$ cat config.mk
export PLATFORM = sky130hd
export DESIGN_NAME = mcho_mix
export DESIGN_NICKNAME = d
export VERILOG_FILES = /design/src/hdl/mcho_pkg.sv /design/src/hdl/mcho_mix.sv
export SDC_FILE = /design/constraint.sdc
export NUM_CORES = 2
export LEC_CHECK = 0
export BUFFER_PORTS_ARGS = -buffer_cell sky130_fd_sc_hd__buf_4
export CAP_MARGIN = 20
export CORE_ASPECT_RATIO = 0.5
export CORE_MARGIN = 1.5
export CORE_UTILIZATION = 65
export DETAILED_ROUTE_END_ITERATION = 16
export GPL_TIMING_DRIVEN = 0
export PLACE_DENSITY = 0.84
export SYNTH_ARGS = -nofsm -noshare
export SYNTH_HDL_FRONTEND = slang
export SYNTH_SLANG_ARGS = --single-unit
$ cat constraint.sdc
create_clock -name clk -period 14.05 [get_ports clk]
set_input_delay 2.81 -clock clk [delete_from_list [all_inputs] [get_ports clk]]
set_output_delay 2.81 -clock clk [all_outputs]
set_load 0.005 [all_outputs]
$ cat src/hdl/mcho_pkg.sv
package mcho_pkg;

  // Sizes
  localparam int BUFFER_DEPTH     = 4096;
  localparam int MAX_VOICES       = 6;
  localparam int PHASE_BITS       = 24;
  localparam int SINE_TABLE_DEPTH = 1024;
  localparam int PHASE_SPREAD     = 6;

  localparam int ADDR_W      = $clog2(BUFFER_DEPTH);
  localparam int SINE_IDX_W  = $clog2(SINE_TABLE_DEPTH);
  localparam int QUART_W     = SINE_IDX_W - 2;
  localparam int QUART_DEPTH = SINE_TABLE_DEPTH / 4;
  localparam int VIDX_W      = $clog2(MAX_VOICES);
  localparam int FRAC_W      = 8;
  localparam int POS_W       = ADDR_W + FRAC_W;

  // Field and register widths
  localparam int SAMPLE_W = 16;
  localparam int VCOUNT_W = 3;
  localparam int DEPTH_W  = 20;
  localparam int MIX_W    = 16;
  localparam int PADDR_W  = 4;
  localparam int PDATA_W  = 32;

  // Voice sum: one voice spans SAMPLE_W + FRAC_W bits, six of them add three
  localparam int ACC_W = SAMPLE_W + FRAC_W + 3;

  localparam int VOICE_MIN = 2;
  localparam int VOICE_MAX = (MAX_VOICES < 6) ? MAX_VOICES : 6;
  localparam int DEPTH_MAX = (BUFFER_DEPTH - 2) * 256;
  localparam int MIX_ONE   = 32768;

  // Reset values of the registers
  localparam int RST_VOICE_COUNT = 3;
  localparam int RST_PHASE_STEP  = 350;
  localparam int RST_DEPTH_DELAY = 36864;
  localparam int RST_WET_MIX     = 16384;

  // Ceiling reciprocals 2^23 / V for the voice count, exact for quotients below 2^19
  localparam int RECIP_SHIFT = 23;
  localparam int RECIP_W     = 23;
  localparam logic [RECIP_W-1:0] MIX_RECIP [8] = '{
    23'd0, 23'd0, 23'd4194304, 23'd2796203, 23'd2097152, 23'd1677722, 23'd1398102, 23'd0
  };

  typedef enum logic [1:0] {
    REG_VOICE_COUNT,
    REG_PHASE_STEP,
    REG_DEPTH_DELAY,
    REG_WET_MIX
  } reg_idx_t;

  typedef enum logic [2:0] {
    ST_IDLE,
    ST_VOICE,
    ST_DRAIN,
    ST_MIX,
    ST_OUT
  } state_t;

  typedef struct packed {
    logic signed [SAMPLE_W-1:0] dry;
    logic signed [ACC_W-1:0]    sum;
    logic [VCOUNT_W-1:0]        voices;
    logic [MIX_W-1:0]           mix;
  } mix_req_t;

  typedef logic [SAMPLE_W-2:0] qsine_lut_t [QUART_DEPTH];
  typedef logic [PHASE_BITS-1:0] phase_init_t [MAX_VOICES];

  // Quarter-wave polynomial sine magnitude, Q1.15, for t in Q16 (0..65536)
  function automatic longint sine_quarter(longint t);
    longint t2, r, s;
    t2 = (t * t) >>> 16;
    r = 5223 - ((307 * t2) >>> 16);
    r = 42334 - ((r * t2) >>> 16);
    r = 102944 - ((r * t2) >>> 16);
    s = (r * t + 65536) >>> 17;
    if (s > 32767) begin
      s = 32767;
    end
    return s;
  endfunction

  // First quadrant only; the other three follow by mirror and sign
  function automatic qsine_lut_t qsine_build();
    qsine_lut_t lut;
    for (int i = 0; i < QUART_DEPTH; i++) begin
      lut[i] = (SAMPLE_W-1)'(sine_quarter((longint'(i) * 4 * 65536) / SINE_TABLE_DEPTH));
    end
    return lut;
  endfunction

  function automatic phase_init_t phase_init_build();
    phase_init_t init;
    for (int i = 0; i < MAX_VOICES; i++) begin
      init[i] = PHASE_BITS'((longint'(i) << PHASE_BITS) / PHASE_SPREAD);
    end
    return init;
  endfunction

  localparam qsine_lut_t          QSINE_LUT  = qsine_build();
  localparam logic [SAMPLE_W-2:0] SINE_PEAK  = (SAMPLE_W-1)'(sine_quarter(65536));
  localparam phase_init_t         PHASE_INIT = phase_init_build();

endpackage

$ cat src/hdl/mcho_mix.sv
module mcho_mix (
  input  logic                              clk,
  input  logic                              rst,
  input  logic                              start,
  input  mcho_pkg::mix_req_t                req,
  output logic                              done,
  output logic signed [mcho_pkg::SAMPLE_W-1:0] result
);
  import mcho_pkg::*;

  localparam int A_W    = SAMPLE_W + MIX_W + 2;
  localparam int B_W    = ACC_W + MIX_W + 1;
  localparam int AV_W   = A_W + VCOUNT_W + 1;
  localparam int N_W    = 46;
  localparam int Y_W    = N_W - RECIP_SHIFT;
  localparam int YOFF_W = 19;
  localparam int PROD_W = YOFF_W + RECIP_W;

  logic [4:0] stage_valid;

  logic signed [A_W-1:0]  a_q;
  logic signed [B_W-1:0]  b_q;
  logic [VCOUNT_W-1:0]    voices_q;
  logic signed [Y_W-1:0]  y_q;
  logic [YOFF_W-1:0]      yoff_q;
  logic                   sat_hi_q, sat_lo_q, sat_hi2_q, sat_lo2_q;
  logic [SAMPLE_W-1:0]    quot_q;

  logic [MIX_W:0]         dry_gain;
  logic signed [AV_W-1:0] av;
  logic signed [N_W-1:0]  av_ext, half_ext, num;
  logic signed [Y_W-1:0]  lim, yoff;
  logic [PROD_W-1:0]      quot_prod;

  assign dry_gain  = (MIX_W + 1)'(MIX_ONE) - {1'b0, req.mix};
  assign av        = a_q * $signed({1'b0, voices_q});
  assign av_ext    = N_W'(av) <<< FRAC_W;
  assign half_ext  = $signed(N_W'({voices_q, 22'b0}));
  assign num       = av_ext + N_W'(b_q) + half_ext;
  assign lim       = $signed(Y_W'({voices_q, 15'b0}));
  assign yoff      = y_q + lim;
  assign quot_prod = yoff_q * MIX_RECIP[voices_q];

  always_ff @(posedge clk) begin
    if (rst) begin
      stage_valid <= '0;
    end else begin
      stage_valid <= {stage_valid[3:0], start};
    end
  end

  always_ff @(posedge clk) begin
    if (start) begin
      a_q      <= req.dry * $signed({1'b0, dry_gain});
      b_q      <= req.sum * $signed({1'b0, req.mix});
      voices_q <= req.voices;
    end
    if (stage_valid[0]) begin
      // floor by 2^23 first, then by the voice count
      y_q <= num[N_W-1:RECIP_SHIFT];
    end
    if (stage_valid[1]) begin
      sat_hi_q <= (y_q >= lim);
      sat_lo_q <= (y_q < -lim);
      yoff_q   <= yoff[YOFF_W-1:0];
    end
    if (stage_valid[2]) begin
      quot_q    <= quot_prod[RECIP_SHIFT +: SAMPLE_W];
      sat_hi2_q <= sat_hi_q;
      sat_lo2_q <= sat_lo_q;
    end
    if (stage_valid[3]) begin
      if (sat_hi2_q) begin
        result <= $signed({1'b0, {(SAMPLE_W-1){1'b1}}});
      end else if (sat_lo2_q) begin
        result <= $signed({1'b1, {(SAMPLE_W-1){1'b0}}});
      end else begin
        // remove the offset of 32768 added before the divide
        result <= $signed({~quot_q[SAMPLE_W-1], quot_q[SAMPLE_W-2:0]});
      end
    end
  end

  assign done = stage_valid[4];

endmodule

==> run summary <==
status = complete, no violations
GRT Overall Usage = 0.3330
CP Data Required Time = 14.24 ns
CP peak stage delay = 0.88 ns
n_diodes = 0
Hold Path Sink = yoff_q[3]$_DFFE_PP_
Syn Inst Count = 4780
chip width = 371.0 um
most frequent cell after synthesis = inv_1
Syn Area/Cell = 9.206 um^2
total congestion overflow = 0
Netlist cell types = 73
Post-Syn Nets = 6228
die area = 69370 um^2
Cell Count, Final, Fillers Out = 5786
Fmax = 82.47 MHz
worst reg2reg path startpoint = voices_q[1]$_DFFE_PP_
worst hold path type = flop to flop
Seq/Total Area, Yosys = 0.1053
via count = 31920
Async SR Flop Fraction = 0
reg-to-reg endpoint = quot_q[15]$_DFFE_PP_
ranking of synthesized cells by area = fa_1 40%, ha_1 14%, inv_1 11%
first-pass detailed-route iteration total = 6
tightest slew margin relative to the limit = 0.2427
Initial Util = 0.6570
Slew Limit Fails = 0
yosys warns = 0
Slew @ Worst Pin = 1.128 ns
Worst EP arrival = 12.32 ns
cts bufs inserted = 17
clk_skew = 0.01606 ns
most numerous cell on the critical path = fa_1
Top FF cell, synth = edfxtp_1
Setup Fix Bufs, Post-CTS = 0
crit path max fanout = 10
Resized Gates After CTS = 0
# IOs = 82
setup TNS = 0 ns
Root Buffer Master = clkbuf_16
Setup-failing EPs final = 0
DR WL/cell = 19.11 um
Mapped Area = 44010 um^2
area share of the largest cell type after synthesis = 0.4008
Fillers = 5121
Slowest cell on crit path = xnor2_1
number of global-route vias before repair = 34650
Area Overhead vs Synth = 5.115%
Max-cap violations = 0
Synth Register Bits = 156
Period minus WS final = 12.13 ns
post-cts hold buffer count = 0
commonest cells in the netlist = 1321 x inv_1, 881 x fa_1, 585 x nand2_1, 502 x ha_1, 362 x and2_1
R2R Setup Slk = 4.48 ns
Placed Cells = 5754
R2R depth = 28
Routed Antenna Nets = 0
RSZ-0062 raised after global routing = false
final period utilization = 0.8630
WHS = 0.4634 ns
final wirelength = 110500 um
H-Tree Depth = 4
Via density = 5.517
clk_lat worst skew = 0.46 ns
fraction of final layout cells sized beyond drive strength 1 = 0.02741
DRT iter0 DRCs = 2182
placement row count = 67
Residual DRC = 0
placer congestion estimate = 0.9713
classification of the worst setup path = input pin to flop
Port Buffers = 77
maximum number of pins on one net before global-route repair = 75
Post-synth EDFFs = 151
CTS clk-pin slew, worst paths = 0.07 ns
core box area = 66980 um^2
Hold Path Cell Cnt = 0
Sink Count = 156
first-pass GRT wire length = 178100 um
area leader, netlist = fa_1
CP startpoint kind = input pin
Worst setup EP type = flop
initial antenna violation count = 4
CTS Buffer Depth = 2
Chip Height = 187.0 um
detailed placement HPWL = 95260 um
nets@finish = 6324
HP Start = y_q[3]$_DFFE_PP_
CTS tree = done
Final Hold Fails = 0
worst max-delay path, delay by kind of cell:
kind / cells / cell delay [ns]
compound gates: 8 / 2.01
xor+xnor: 2 / 0.97
fa+ha+maj: 8 / 3.74
buf+inv: 10 / 2.38
simple gates: 3 / 0.38
state kept, by name, indices dropped and copies added (netlist names):
register     cells
sat_lo_q         1
result          16
sat_hi2_q        1
sat_lo2_q        1
y_q             23
stage_valid      5
yoff_q          19
sat_hi_q         1
b_q             36
a_q             34
quot_q          16
voices_q         3
placed cells by master (no fill, tap or decap), drive strengths merged, types with 5 or more instances in the layout:
cell type and count:
a211oi 14, a21o 91, a21oi 100, a221oi 5
a31oi 11, and2 362, and3 24, and4 6
buf 89, clkbuf 146, clkinvlp 7, dfxtp 5
edfxtp 151, fa 881, ha 502, inv 1326
nand2 585, nand2b 19, nand3 23, nand4 11
nor2 117, nor2b 30, nor3 33, nor4 12
o211ai 8, o21a 28, o21ai 56, o21bai 15
or2 5, or3 5, xnor2 125, xor2 37
layer usage:
| layer | GRT usage | up-vias | part of all wire |
|---|---|---|---|
| met5 | 0 | - | 0.00010 |
| met2 | 0.5686 | 1188 | 0.49 |
| li1 | - | 14450 | - |
| met1 | 0.4213 | 15990 | 0.39 |
| met4 | 0.1432 | 2 | 0.045 |
| met3 | 0.05460 | 287 | 0.076 |
per-stage QoR:
step / util / worst slack (ns) / instance area [um^2]
finish: 0.6906 / 1.924 / 46260
global route: 0.6906 / 1.507 / 46260
CTS: 0.6906 / 2.078 / 46260
detailed placement: 0.6824 / 1.621 / 45710
global placement: 0.6824 / 1.778 / 45710
floorplan: - / 3.854 / 44010
cell families after synthesis:
group / synth area share
buffers and inverters: 0.1247
adders and majority gates: 0.5435
and+or+nand+nor: 0.1355
AOI/OAI and AO/OA: 0.05843
xor gates and xnor gates: 0.03224
DFF: 0.1053
muxes: 0.0002275
worst max-delay path by stage:
stage	startpoint	slack (ns)	to
detailed placement	req[1]	1.62	a_q[32]$_DFFE_PP_
CTS	req[1]	2.08	a_q[32]$_DFFE_PP_
global placement	req[1]	1.78	a_q[32]$_DFFE_PP_
global route	req[1]	1.51	a_q[32]$_DFFE_PP_
floorplan	req[1]	3.85	a_q[32]$_DFFE_PP_
finish	req[1]	1.92	a_q[32]$_DFFE_PP_
cell type report:
type | count | area [um^2] | area share
multi-input cells | 3164 | 33880 | 0.7325
plain buffers | 139 | 530.5 | 0.01147
inverters | 1321 | 4959 | 0.1072
flip-flops and latches | 156 | 4634 | 0.1002
clock inverters | 13 | 107.6 | 0.002326
well taps | 897 | 1122 | 0.02426
repair buffers | 77 | 578.1 | 0.01250
clock buffers | 19 | 442.9 | 0.009575
Power is not shown: default switching activity piles up to over one toggle a cycle in this logic, so the estimate is an artifact.
